`config.mk`:
```
export PLATFORM = sky130hd
export DESIGN_NAME = sleep_timer_min_heap
export DESIGN_NICKNAME = d
export VERILOG_FILES = /design/src/sth_pkg.sv /design/src/sleep_timer_min_heap.sv /design/src/sth_front.sv /design/src/sth_back.sv
export SDC_FILE = /design/constraint.sdc
export NUM_CORES = 2
export LEC_CHECK = 0
export BUFFER_PORTS_ARGS = -buffer_cell sky130_fd_sc_hd__buf_2
export CORE_ASPECT_RATIO = 1.5
export CORE_MARGIN = 2
export CORE_UTILIZATION = 59
export CTS_CLUSTER_SIZE = 8
export DETAILED_ROUTE_END_ITERATION = 8
export PLACE_DENSITY_LB_ADDON = 0.12
export REMOVE_ABC_BUFFERS = 1
export SYNTH_ARGS = -nofsm -noshare
export SYNTH_HDL_FRONTEND = slang
export SYNTH_HIERARCHICAL = 1
export SYNTH_SLANG_ARGS = --single-unit
```
`constraint.sdc`:
```
create_clock -name i_clk -period 17.8 [get_ports i_clk]
set_clock_uncertainty 0.15 [all_clocks]
set_input_delay 0 -clock i_clk [delete_from_list [all_inputs] [get_ports i_clk]]
set_output_delay 0 -clock i_clk [all_outputs]
set_load 0.05 [all_outputs]
```
`src/sth_pkg.sv`:
```
// ----------------------------------------------------------------------------
// sth_pkg: shared types and constants of the sleep timer heap
// Operation and status codes, transaction payloads, front-to-back command.
// ----------------------------------------------------------------------------
package sth_pkg;

    localparam int CAPACITY_DEF = 32;
    localparam int TID_W = 5;
    localparam int NUM_THREADS = 32;
    localparam int TIME_W = 64;
    localparam int CNT_W = 6;

    typedef enum logic [1:0] {
        OP_ADD    = 2'd0,
        OP_REMOVE = 2'd1,
        OP_TICK   = 2'd2,
        OP_NONE   = 2'd3
    } t_op;

    typedef enum logic [2:0] {
        ST_ADDED    = 3'd0,
        ST_REMOVED  = 3'd1,
        ST_EXPIRED  = 3'd2,
        ST_NONE_DUE = 3'd3,
        ST_FULL     = 3'd4,
        ST_NOT_Q    = 3'd5,
        ST_ALREADY  = 3'd6
    } t_status;

    typedef struct packed {
        logic [1:0]        operation;
        logic [TID_W-1:0]  thread_id;
        logic [TIME_W-1:0] timeout;
        logic [TIME_W-1:0] now;
    } t_in;

    typedef struct packed {
        logic [2:0]        status;
        logic [TID_W-1:0]  thread_id_res;
        logic [TIME_W-1:0] due_time;
        logic [CNT_W-1:0]  queue_count;
        logic              last;
    } t_out;

    typedef struct packed {
        t_op               op;
        logic [TID_W-1:0]  tid;
        logic [TIME_W-1:0] val;
    } t_cmd;

    typedef enum logic [3:0] {
        S_IDLE,
        S_CHECK,
        S_RES_RD,
        S_UP_RD,
        S_UP_CMP,
        S_TAKE_RD,
        S_TAKE_WR,
        S_DN_RD,
        S_DN_RD2,
        S_DN_CMP,
        S_PLACE,
        S_TICK_RD,
        S_TICK_CMP,
        S_EMIT
    } t_state;

endpackage

```
`src/sleep_timer_min_heap.sv`:
```
// ----------------------------------------------------------------------------
// sleep_timer_min_heap: timer queue of sleeping threads on a binary min-heap
// Add, remove and tick run on a heap memory behind a two-entry command queue.
// ----------------------------------------------------------------------------
//  channel | signals                        | payload
//  in      | i_valid, o_stall               | t_in: operation, thread_id, timeout, now
//  out     | o_valid, i_stall               | t_out: status, thread_id_res, due_time, ...
//  Going up, each heap level takes a read and a compare step; going down, a read
//  of the left child, a read of the right child and a compare step. The heap
//  memory has one registered read port and one write port.
//  Reset clears the thread slot table, count and clock; no clearing pass.
//  A stalled result holds the engine; the input queue keeps taking two items.
// ----------------------------------------------------------------------------
module sleep_timer_min_heap #(
    parameter int CAPACITY = sth_pkg::CAPACITY_DEF
) (
    input  logic          i_clk,
    input  logic          i_rst_n,
    input  logic          i_valid,
    output logic          o_stall,
    input  sth_pkg::t_in  i_data,
    output logic          o_valid,
    input  logic          i_stall,
    output sth_pkg::t_out o_data
);
    import sth_pkg::*;

    logic w_cv, w_pop;
    t_cmd w_cmd;

    sth_front u_front (
        .i_clk, .i_rst_n, .i_valid, .o_stall, .i_data,
        .o_cmd_valid(w_cv), .i_cmd_pop(w_pop), .o_cmd(w_cmd)
    );

    sth_back #(.CAPACITY(CAPACITY)) u_back (
        .i_clk, .i_rst_n, .i_cmd_valid(w_cv), .o_cmd_pop(w_pop), .i_cmd(w_cmd),
        .o_valid, .i_stall, .o_data
    );

    a_hold: assert property (@(posedge i_clk) disable iff (!i_rst_n)
        o_valid && i_stall |=> o_valid && $stable(o_data))
        else $error("result dropped while stalled");
    a_cnt: assert property (@(posedge i_clk) disable iff (!i_rst_n)
        o_valid |-> o_data.queue_count <= 6'(CAPACITY))
        else $error("queue count above capacity");
    a_pop: assert property (@(posedge i_clk) disable iff (!i_rst_n)
        w_pop |-> w_cv)
        else $error("pop from empty command queue");

endmodule

```
`src/sth_front.sv`:
```
// ----------------------------------------------------------------------------
// sth_front: input stage and command queue
// Drops undefined operations and queues commands for the heap engine.
// ----------------------------------------------------------------------------
module sth_front (
    input  logic          i_clk,
    input  logic          i_rst_n,
    input  logic          i_valid,
    output logic          o_stall,
    input  sth_pkg::t_in  i_data,
    output logic          o_cmd_valid,
    input  logic          i_cmd_pop,
    output sth_pkg::t_cmd o_cmd
);
    import sth_pkg::*;

    t_cmd       r_q [2];
    logic       r_wp, r_rp;
    logic [1:0] r_cnt;
    t_cmd       w_cmd;
    logic       w_push;

    always_comb begin
        w_cmd.op  = t_op'(i_data.operation);
        w_cmd.tid = i_data.thread_id;
        w_cmd.val = (i_data.operation == OP_TICK) ? i_data.now : i_data.timeout;
    end

    assign o_stall     = (r_cnt == 2'd2);
    assign w_push      = i_valid && !o_stall && (w_cmd.op != OP_NONE);
    assign o_cmd_valid = (r_cnt != 2'd0);
    assign o_cmd       = r_q[r_rp];

    always_ff @(posedge i_clk) begin
        if (!i_rst_n) begin
            r_wp  <= 1'b0;
            r_rp  <= 1'b0;
            r_cnt <= 2'd0;
        end else begin
            if (w_push) r_wp <= ~r_wp;
            if (i_cmd_pop) r_rp <= ~r_rp;
            r_cnt <= r_cnt + 2'(w_push) - 2'(i_cmd_pop);
        end
    end

    always_ff @(posedge i_clk) begin
        if (w_push) r_q[r_wp] <= w_cmd;
    end

endmodule

```
`src/sth_back.sv`:
```
// ----------------------------------------------------------------------------
// sth_back: heap engine
// Runs add, remove and tick on the heap memory, one heap level at a time.
// ----------------------------------------------------------------------------
module sth_back #(
    parameter int CAPACITY = sth_pkg::CAPACITY_DEF
) (
    input  logic          i_clk,
    input  logic          i_rst_n,
    input  logic          i_cmd_valid,
    output logic          o_cmd_pop,
    input  sth_pkg::t_cmd i_cmd,
    output logic          o_valid,
    input  logic          i_stall,
    output sth_pkg::t_out o_data
);
    import sth_pkg::*;

    localparam int SW = $clog2(CAPACITY + 1) + 1;
    localparam int AW = $clog2(CAPACITY + 1);

    logic [TIME_W-1:0] m_due [CAPACITY+1];
    logic [TID_W-1:0]  m_tid [CAPACITY+1];
    logic [SW-1:0]     r_slot [NUM_THREADS];

    t_state            r_st, n_st;
    t_cmd              r_cmd;
    logic [SW-1:0]     r_cnt;
    logic [TIME_W-1:0] r_clk;
    logic [SW-1:0]     r_s;
    logic [TIME_W-1:0] r_due;
    logic [TID_W-1:0]  r_tid;
    logic [TIME_W-1:0] r_rd_due, r_l_due;
    logic [TID_W-1:0]  r_rd_tid, r_l_tid;
    logic [TIME_W-1:0] r_res_due;
    logic [TID_W-1:0]  r_res_tid;
    t_status           r_res_st;
    logic              r_emitted, r_res_last, r_down;
    logic              r_ov;
    t_out              r_out;

    logic [SW-1:0]     w_ra;
    logic              w_we;
    logic [SW-1:0]     w_wa;
    logic [TIME_W-1:0] w_wdue;
    logic [TID_W-1:0]  w_wtid;
    logic              w_sw;
    logic [TID_W-1:0]  w_sa;
    logic [SW-1:0]     w_sv;
    logic [SW-1:0]     w_qs;
    logic              w_queued;
    logic              w_full;
    logic              w_is_tick;
    logic [SW-1:0]     w_l, w_r;
    logic              w_right;
    logic [TIME_W-1:0] w_ydue;
    logic [TID_W-1:0]  w_ytid;
    logic              w_due_ok;
    logic              w_load;

    assign w_qs      = r_slot[r_cmd.tid];
    assign w_queued  = (w_qs != '0) && (w_qs <= r_cnt);
    assign w_full    = (r_cnt >= SW'(CAPACITY));
    assign w_is_tick = (r_cmd.op == OP_TICK);
    assign w_l       = {r_s[SW-2:0], 1'b0};
    assign w_r       = {r_s[SW-2:0], 1'b1};
    assign w_right   = (w_r <= r_cnt) && !(r_l_due < r_rd_due);
    assign w_ydue    = w_right ? r_rd_due : r_l_due;
    assign w_ytid    = w_right ? r_rd_tid : r_l_tid;
    assign w_due_ok  = (r_rd_due <= r_cmd.val);
    assign w_load    = (r_st == S_EMIT) && !(r_ov && i_stall);
    assign o_cmd_pop = (r_st == S_IDLE) && i_cmd_valid;
    assign o_valid   = r_ov;
    assign o_data    = r_out;

    always_ff @(posedge i_clk) begin
        r_rd_due <= m_due[w_ra[AW-1:0]];
        r_rd_tid <= m_tid[w_ra[AW-1:0]];
        if (w_we) begin
            m_due[w_wa[AW-1:0]] <= w_wdue;
            m_tid[w_wa[AW-1:0]] <= w_wtid;
        end
    end

    always_ff @(posedge i_clk) begin
        if (!i_rst_n) begin
            for (int i = 0; i < NUM_THREADS; i++) r_slot[i] <= '0;
        end else if (w_sw) begin
            r_slot[w_sa] <= w_sv;
        end
    end

    always_comb begin
        n_st = r_st;
        unique case (r_st)
            S_IDLE:     if (i_cmd_valid) n_st = S_CHECK;
            S_CHECK: begin
                unique case (r_cmd.op)
                    OP_ADD:    n_st = w_queued ? S_RES_RD : (w_full ? S_EMIT : S_UP_RD);
                    OP_REMOVE: n_st = w_queued ? S_RES_RD : S_EMIT;
                    default:   n_st = S_TICK_RD;
                endcase
            end
            S_RES_RD:   n_st = (r_cmd.op == OP_ADD) ? S_EMIT : S_TAKE_RD;
            S_TAKE_RD:  n_st = S_TAKE_WR;
            S_TAKE_WR:  n_st = (r_s != r_cnt) ? S_UP_RD : (w_is_tick ? S_TICK_RD : S_EMIT);
            S_UP_RD:    n_st = (r_s > SW'(1)) ? S_UP_CMP : (r_down ? S_DN_RD : S_PLACE);
            S_UP_CMP:   n_st = (r_due < r_rd_due) ? S_UP_RD : (r_down ? S_DN_RD : S_PLACE);
            S_DN_RD:    n_st = (w_l > r_cnt) ? S_PLACE : S_DN_RD2;
            S_DN_RD2:   n_st = S_DN_CMP;
            S_DN_CMP:   n_st = (r_due > w_ydue) ? S_DN_RD : S_PLACE;
            S_PLACE:    n_st = w_is_tick ? S_TICK_RD : S_EMIT;
            S_TICK_RD:  n_st = (r_cnt == '0) ? S_EMIT : S_TICK_CMP;
            S_TICK_CMP: n_st = (!w_due_ok || r_emitted) ? S_EMIT : S_TAKE_RD;
            S_EMIT:     if (w_load) n_st = r_res_last ? S_IDLE : S_TICK_RD;
            default:    n_st = S_IDLE;
        endcase
    end

    always_comb begin
        w_ra = r_s;
        w_we = 1'b0; w_wa = r_s; w_wdue = r_due; w_wtid = r_tid;
        w_sw = 1'b0; w_sa = r_tid; w_sv = r_s;
        unique case (r_st)
            S_CHECK: begin
                w_ra = w_qs;
                if (r_cmd.op == OP_REMOVE && w_queued) begin
                    w_sw = 1'b1; w_sa = r_cmd.tid; w_sv = '0;
                end
            end
            S_TAKE_RD: w_ra = r_cnt;
            S_UP_RD:   w_ra = r_s >> 1;
            S_UP_CMP: if (r_due < r_rd_due) begin
                w_we = 1'b1; w_wdue = r_rd_due; w_wtid = r_rd_tid;
                w_sw = 1'b1; w_sa = r_rd_tid;
            end
            S_DN_RD:   w_ra = w_l;
            S_DN_RD2:  w_ra = w_r;
            S_DN_CMP: if (r_due > w_ydue) begin
                w_we = 1'b1; w_wdue = w_ydue; w_wtid = w_ytid;
                w_sw = 1'b1; w_sa = w_ytid;
            end
            S_PLACE: begin
                w_we = 1'b1;
                w_sw = 1'b1;
            end
            S_TICK_RD: w_ra = SW'(1);
            S_TICK_CMP: if (w_due_ok && !r_emitted) begin
                w_sw = 1'b1; w_sa = r_rd_tid; w_sv = '0;
            end
            default: ;
        endcase
    end

    always_ff @(posedge i_clk) begin
        if (!i_rst_n) begin
            r_st <= S_IDLE;
            r_cnt <= '0;
            r_clk <= '0;
            r_ov <= 1'b0;
            r_emitted <= 1'b0;
        end else begin
            r_st <= n_st;
            r_ov <= w_load || (r_ov && i_stall);
            unique case (r_st)
                S_IDLE: if (i_cmd_valid) r_cmd <= i_cmd;
                S_CHECK: begin
                    r_res_last <= 1'b1;
                    r_emitted <= 1'b0;
                    unique case (r_cmd.op)
                        OP_ADD: begin
                            r_down <= 1'b0;
                            r_res_tid <= r_cmd.tid;
                            if (w_queued) begin
                                r_res_st <= ST_ALREADY;
                                r_res_due <= '0;
                            end else if (w_full) begin
                                r_res_st <= ST_FULL;
                                r_res_due <= '0;
                            end else begin
                                r_res_st <= ST_ADDED;
                                r_due <= r_clk + r_cmd.val;
                                r_res_due <= r_clk + r_cmd.val;
                                r_tid <= r_cmd.tid;
                                r_cnt <= r_cnt + SW'(1);
                                r_s <= r_cnt + SW'(1);
                            end
                        end
                        OP_REMOVE: begin
                            r_res_tid <= r_cmd.tid;
                            r_res_due <= '0;
                            if (w_queued) begin
                                r_res_st <= ST_REMOVED;
                                r_s <= w_qs;
                            end else begin
                                r_res_st <= ST_NOT_Q;
                            end
                        end
                        default: begin
                            r_clk <= r_cmd.val;
                            r_res_st <= ST_NONE_DUE;
                            r_res_tid <= '0;
                            r_res_due <= '0;
                        end
                    endcase
                end
                S_RES_RD: r_res_due <= r_rd_due;
                S_TAKE_WR: begin
                    r_cnt <= r_cnt - SW'(1);
                    r_due <= r_rd_due;
                    r_tid <= r_rd_tid;
                    r_down <= 1'b1;
                end
                S_UP_CMP: if (r_due < r_rd_due) r_s <= r_s >> 1;
                S_DN_RD2: begin
                    r_l_due <= r_rd_due;
                    r_l_tid <= r_rd_tid;
                end
                S_DN_CMP: if (r_due > w_ydue) r_s <= {r_s[SW-2:0], w_right};
                S_TICK_RD: if (r_cnt == '0) r_res_last <= 1'b1;
                S_TICK_CMP: begin
                    if (!w_due_ok) begin
                        r_res_last <= 1'b1;
                    end else if (r_emitted) begin
                        r_res_last <= 1'b0;
                    end else begin
                        r_emitted <= 1'b1;
                        r_res_st <= ST_EXPIRED;
                        r_res_tid <= r_rd_tid;
                        r_res_due <= r_rd_due;
                        r_s <= SW'(1);
                    end
                end
                S_EMIT: if (w_load) begin
                    r_emitted <= 1'b0;
                    r_out <= '{status: r_res_st, thread_id_res: r_res_tid,
                               due_time: r_res_due, queue_count: CNT_W'(r_cnt),
                               last: r_res_last};
                end
                default: ;
            endcase
        end
    end

endmodule
```
==> metrics.txt <==
# TYPE chip_impl_metric gauge
chip_impl_metric{name="period_minus_slack",unit="ns"} 11.20
chip_impl_metric{name="cts_setup_buffers",unit=""} 0
chip_impl_metric{name="drtIter0Drc",unit=""} 8100
chip_impl_metric{name="final_worst_path_period_share",unit=""} 0.629
chip_impl_metric{name="synth_compound_area_frac",unit=""} 0.0574
chip_impl_metric{name="filler_cell_count",unit=""} 14600
chip_impl_info{name="cts-root-buf",value="clkbuf_16"} 1
chip_impl_metric{name="reg2reg_depth",unit=""} 22
chip_impl_metric{name="ys_async_sr_fraction",unit=""} 0
chip_impl_metric{name="internal_power",unit="µW"} 17100
chip_impl_metric{name="fin_tns_setup",unit="ns"} 0
chip_impl_metric{name="worst_hold_slack",unit="ns"} 0.198
chip_impl_info{name="mostFrequentLayoutCell",value="edfxtp_1"} 1
chip_impl_metric{name="insertion_delay",unit="ns"} 0.90
chip_impl_metric{name="worstPathMaxFanout",unit=""} 48
chip_impl_metric{name="max-slew-margin-rel",unit=""} 0.0785
chip_impl_info{name="timing_worst_setup_path_type",value="register to register"} 1
chip_impl_metric{name="switching_share",unit=""} 0.349
chip_impl_metric{name="finalHoldViolations",unit=""} 0
chip_impl_metric{name="die-height",unit="µm"} 586
chip_impl_metric{name="num-nets-final",unit=""} 9004
chip_impl_metric{name="gp_routability_congestion",unit=""} 0.999
chip_impl_metric{name="final_util",unit=""} 0.679
chip_impl_metric{name="syn_area",unit="µm²"} 133000
chip_impl_metric{name="worst-endpoint-required",unit="ns"} 18.13
chip_impl_info{name="dominantRegCellSynth",value="edfxtp_1"} 1
chip_impl_metric{name="ys_ff_latch",unit=""} 3168
chip_impl_metric{name="vias",unit=""} 76600
chip_impl_metric{name="clk_pin_slew",unit="ns"} 0.05
chip_impl_metric{name="seq_area",unit="µm²"} 93600
chip_impl_metric{name="clock_sink_count",unit=""} 3168
chip_impl_metric{name="numPortBuffers",unit=""} 219
chip_impl_metric{name="post_synth_mux_area_share",unit=""} 0.124
chip_impl_info{name="rr_endpoint",value="u_back/r_slot[16][1]"} 1
chip_impl_metric{name="preCtsSetupSlack",unit="ns"} 6.69
chip_impl_metric{name="htreeDepth",unit=""} 5
chip_impl_metric{name="core_area",unit="µm²"} 225000
chip_impl_metric{name="delay_contributed_by_the_slowest_stage_of_the_critical_path",unit="ns"} 1.14
chip_impl_metric{name="sequential_fraction_of_the_synthesis_area",unit=""} 0.702
chip_impl_metric{name="boundaryPins",unit=""} 220
chip_impl_metric{name="timing.final.max_slew_violations",unit=""} 0
chip_impl_metric{name="globalRouteOverflowTotal",unit=""} 0
chip_impl_metric{name="post_drt_via_cell_ratio",unit=""} 6.54
chip_impl_metric{name="power.combinational.fraction",unit=""} 0.357
chip_impl_metric{name="timing_worst_slew_pin_value",unit="ns"} 1.38
chip_impl_metric{name="synth_xor_xnor_area_share",unit=""} 0.00506
chip_impl_metric{name="first_pass_detailed_route_iteration_total",unit=""} 8
chip_impl_info{name="run_status",value="finished, final reports clean"} 1
chip_impl_info{name="critical_path.reg2reg.startpoint",value="u_back/r_rd_due[2]"} 1
chip_impl_metric{name="post_synthesis_simple_gate_area_fraction",unit=""} 0.0597
chip_impl_metric{name="synth.distinct_cells",unit=""} 101
chip_impl_metric{name="cts-buffers-inserted",unit=""} 438
chip_impl_metric{name="hold_buffers",unit=""} 274
chip_impl_info{name="critPathSlowestCell",value="o21ai_0"} 1
chip_impl_metric{name="worst-r2r-setup-slack",unit="ns"} 6.60
chip_impl_metric{name="proportion_of_power_drawn_by_the_clock_network",unit=""} 0.280
chip_impl_info{name="largest_family_of_logic_cells_by_synthesized_area",value="multiplexers"} 1
chip_impl_metric{name="power_leakage",unit="µW"} 0.0514
chip_impl_metric{name="whs_path_depth",unit=""} 3
chip_impl_metric{name="drcViolationCount",unit=""} 0
chip_impl_metric{name="initial_utilization",unit=""} 0.593
chip_impl_metric{name="grt_pass1_vias",unit=""} 77700
chip_impl_metric{name="synthesis.yosys.warnings",unit=""} 6
chip_impl_metric{name="synth-adder-area-share",unit=""} 0.0316
chip_impl_metric{name="grt_use_total",unit=""} 0.307
chip_impl_metric{name="layout_cell_share_with_drive_strength_beyond_1",unit=""} 0.195
chip_impl_metric{name="grt_max_degree",unit=""} 121
chip_impl_info{name="hold_crit_endpoint",value="u_front/r_q[0][0]"} 1
chip_impl_metric{name="power.sequential.fraction",unit=""} 0.363
chip_impl_metric{name="place_hpwl",unit="µm"} 224000
chip_impl_metric{name="post_cts_resize_count",unit=""} 0
chip_impl_metric{name="core.rowCount",unit=""} 213
chip_impl_metric{name="fp.dieArea",unit="µm²"} 230000
chip_impl_info{name="hp-class",value="primary input to register"} 1
chip_impl_metric{name="switching_power",unit="µW"} 9160
chip_impl_metric{name="route.final.wire_length",unit="µm"} 353000
chip_impl_metric{name="grt_first_pass_wirelength",unit="µm"} 515000
chip_impl_info{name="timing.critical_path.cells",value="inv_1 -> ha_1 -> nand2_1 -> o21ai_0 -> a21oi_1 -> o21ai_0 -> a41oi_1 -> o2bb2ai_4 -> buf_4 -> mux2i_1 -> ha_1 -> nand4_1 -> nor4_1 -> a2111oi_0 -> a21o_1 -> a211o_1 -> and4_1 -> or3_4 -> a31oi_1 -> and4_1 -> nand4_1 -> o21ai_0"} 1
chip_impl_info{name="mostFrequentLayoutCells",value="edfxtp_1 (3,012), mux4_2 (575), nand2_1 (571)"} 1
chip_impl_metric{name="synth-edff-count",unit=""} 3012
chip_impl_metric{name="postSynthAreaPerCell",unit="µm²"} 16.9
chip_impl_metric{name="area_growth_syn_to_layout",unit="%"} 14.4
chip_impl_metric{name="post-layout-total-power",unit="µW"} 26300
chip_impl_metric{name="timing.final.ws_setup",unit="ns"} 6.60
chip_impl_info{name="rsz_0062_raised_after_global_routing",value="false"} 1
chip_impl_metric{name="routed_wire_length_per_instance",unit="µm"} 30.2
chip_impl_metric{name="max_cap_viol_count",unit=""} 0
chip_impl_metric{name="multi_input_area",unit="µm²"} 37500
chip_impl_metric{name="power.ir.vdd_worst",unit="µV"} 188
chip_impl_metric{name="power.density",unit="nW/µm²"} 172
chip_impl_info{name="tritoncts",value="yes"} 1
chip_impl_metric{name="synthCells",unit=""} 7870
chip_impl_info{name="hold_path_startpoint",value="i_data[0]"} 1
chip_impl_metric{name="cts.path.max_buffers",unit=""} 4
chip_impl_metric{name="die-width",unit="µm"} 392
chip_impl_info{name="kind_of_end_point_of_the_critical_path",value="register"} 1
chip_impl_metric{name="critical_path_arrival",unit="ns"} 11.53
chip_impl_info{name="critical-path-top-cell-by-count",value="o21ai_0"} 1
chip_impl_info{name="worst_setup_path_start_kind",value="register"} 1
chip_impl_metric{name="drt.antenna.violating_nets",unit=""} 0
chip_impl_metric{name="finish_stage_setup_viols",unit=""} 0
chip_impl_metric{name="grt_antenna_before_repair",unit=""} 12
chip_impl_metric{name="max_freq",unit="GHz"} 0.0893
-- synthesized netlist by cell type (48+ instances only) --
master | number | area, µm²
nor3_1 | 250 | 1250
nor4_1 | 84 | 526
o221ai_1 | 75 | 657
nand2b_1 | 90 | 563
buf_4 | 50 | 375
nand3_1 | 91 | 455
xnor2_1 | 50 | 438
nor2_1 | 237 | 890
nand2_1 | 580 | 2180
o21ai_0 | 255 | 1280
a21o_1 | 76 | 571
nand4_1 | 48 | 300
buf_2 | 71 | 355
dfxtp_1 | 156 | 3120
inv_1 | 174 | 653
mux2i_1 | 165 | 1650
a221o_1 | 71 | 711
ha_1 | 335 | 4190
mux2_4 | 60 | 901
a22oi_1 | 88 | 661
a211oi_1 | 96 | 721
a21oi_1 | 265 | 1330
edfxtp_1 | 3012 | 90400
clkbuf_1 | 274 | 1030
mux2_2 | 84 | 946
mux4_2 | 575 | 12900
nor2b_1 | 165 | 1030
-- worst max-delay path: cells and delay by family, from the launching register on --
family / cells / cell delay [ns]
fa+ha+maj: 2 / 0.66
buf+inv: 2 / 0.93
mux: 1 / 0.22
compound gates: 10 / 5.03
simple gates: 7 / 3.25
flops: 1 / 0.43
-- cell type report --
| class | count | area share |
|---|---|---|
| diodes | 8 | 0.000131 |
| repair buffers | 657 | 0.0338 |
| clock inverters | 21 | 0.00170 |
| clock buffers | 577 | 0.0758 |
| flip-flops and latches | 3168 | 0.614 |
| well taps | 3010 | 0.0247 |
| multi-input cells | 4088 | 0.246 |
| inverters | 176 | 0.00435 |
-- power by group through the flow --
stage          combinational [µW]  sequential [µW]  clock [µW]
6_report                     9380             9520        7370
5_1_grt                      9940             9550        7760
4_1_cts                      9370             9510        7460
3_5_place_dp                 9280             9640           0
3_3_place_gp                 9180             9620           0
2_1_floorplan                7050             9530           0
-- stage by stage --
| stage | cell area, µm² | std cells |
|---|---|---|
| final | 153000 | 11700 |
| after detailed placement | 138000 | 10800 |
| after CTS | 152000 | 11700 |
| after global placement | 138000 | 10800 |
| after global routing | 152000 | 11700 |
| after floorplan | 131000 | 7432 |
-- metal layers --
layer / vias to the layer above / track usage / share of wire
met5: - / 0 / 0.000031
li1: 32600 / - / -
met4: 2 / 0.128 / 0.044
met3: 733 / 0.0484 / 0.082
met2: 3712 / 0.503 / 0.49
met1: 39500 / 0.413 / 0.38
-- how the worst max path moves through the flow --
stage	from	end	slack, ns	cells after the start
floorplan	u_back/r_st[2]	u_back/r_rd_due[0]	-28.94	11
global placement	u_back/r_rd_due[2]	u_back/m_due[8][11]	6.93	22
detailed placement	u_back/r_rd_due[2]	u_back/m_due[8][4]	6.69	22
CTS	u_back/r_rd_due[2]	u_back/m_due[8][17]	6.65	22
global route	u_back/r_rd_due[2]	u_back/r_slot[5][1]	6.35	22
finish	u_back/r_rd_due[2]	u_back/r_slot[16][1]	6.60	22
-- kinds of logic after synthesis --
group                      count (synthesis)
buffers and inverters                    614
AOI/OAI and AO/OA                       1139
muxes                                    886
adders and majority gates                336
xor gates and xnor gates                  77
and+or+nand+nor                         1650
DFF                                     3168
-- registers in the layout, summed over array words and instances (netlist names), 2 cells and up, named ones only --
signal            flops
u_back/r_l_tid        5
u_back/r_clk         64
u_back/r_due         64
u_back/m_due       2112
u_back/r_s            7
u_back/r_res_st       3
u_back/r_res_due     64
u_back/r_slot       224
u_back/r_res_tid      5
u_front/r_cnt         2
u_back/r_l_due       64
u_back/m_tid        165
u_front/r_q         142
u_back/r_rd_due      64
u_back/r_st           4
u_back/o_data        79
u_back/r_cnt          7
u_back/r_cmd         71
u_back/r_tid          5
u_back/r_rd_tid       5
Power figures use the tool's default switching activity.
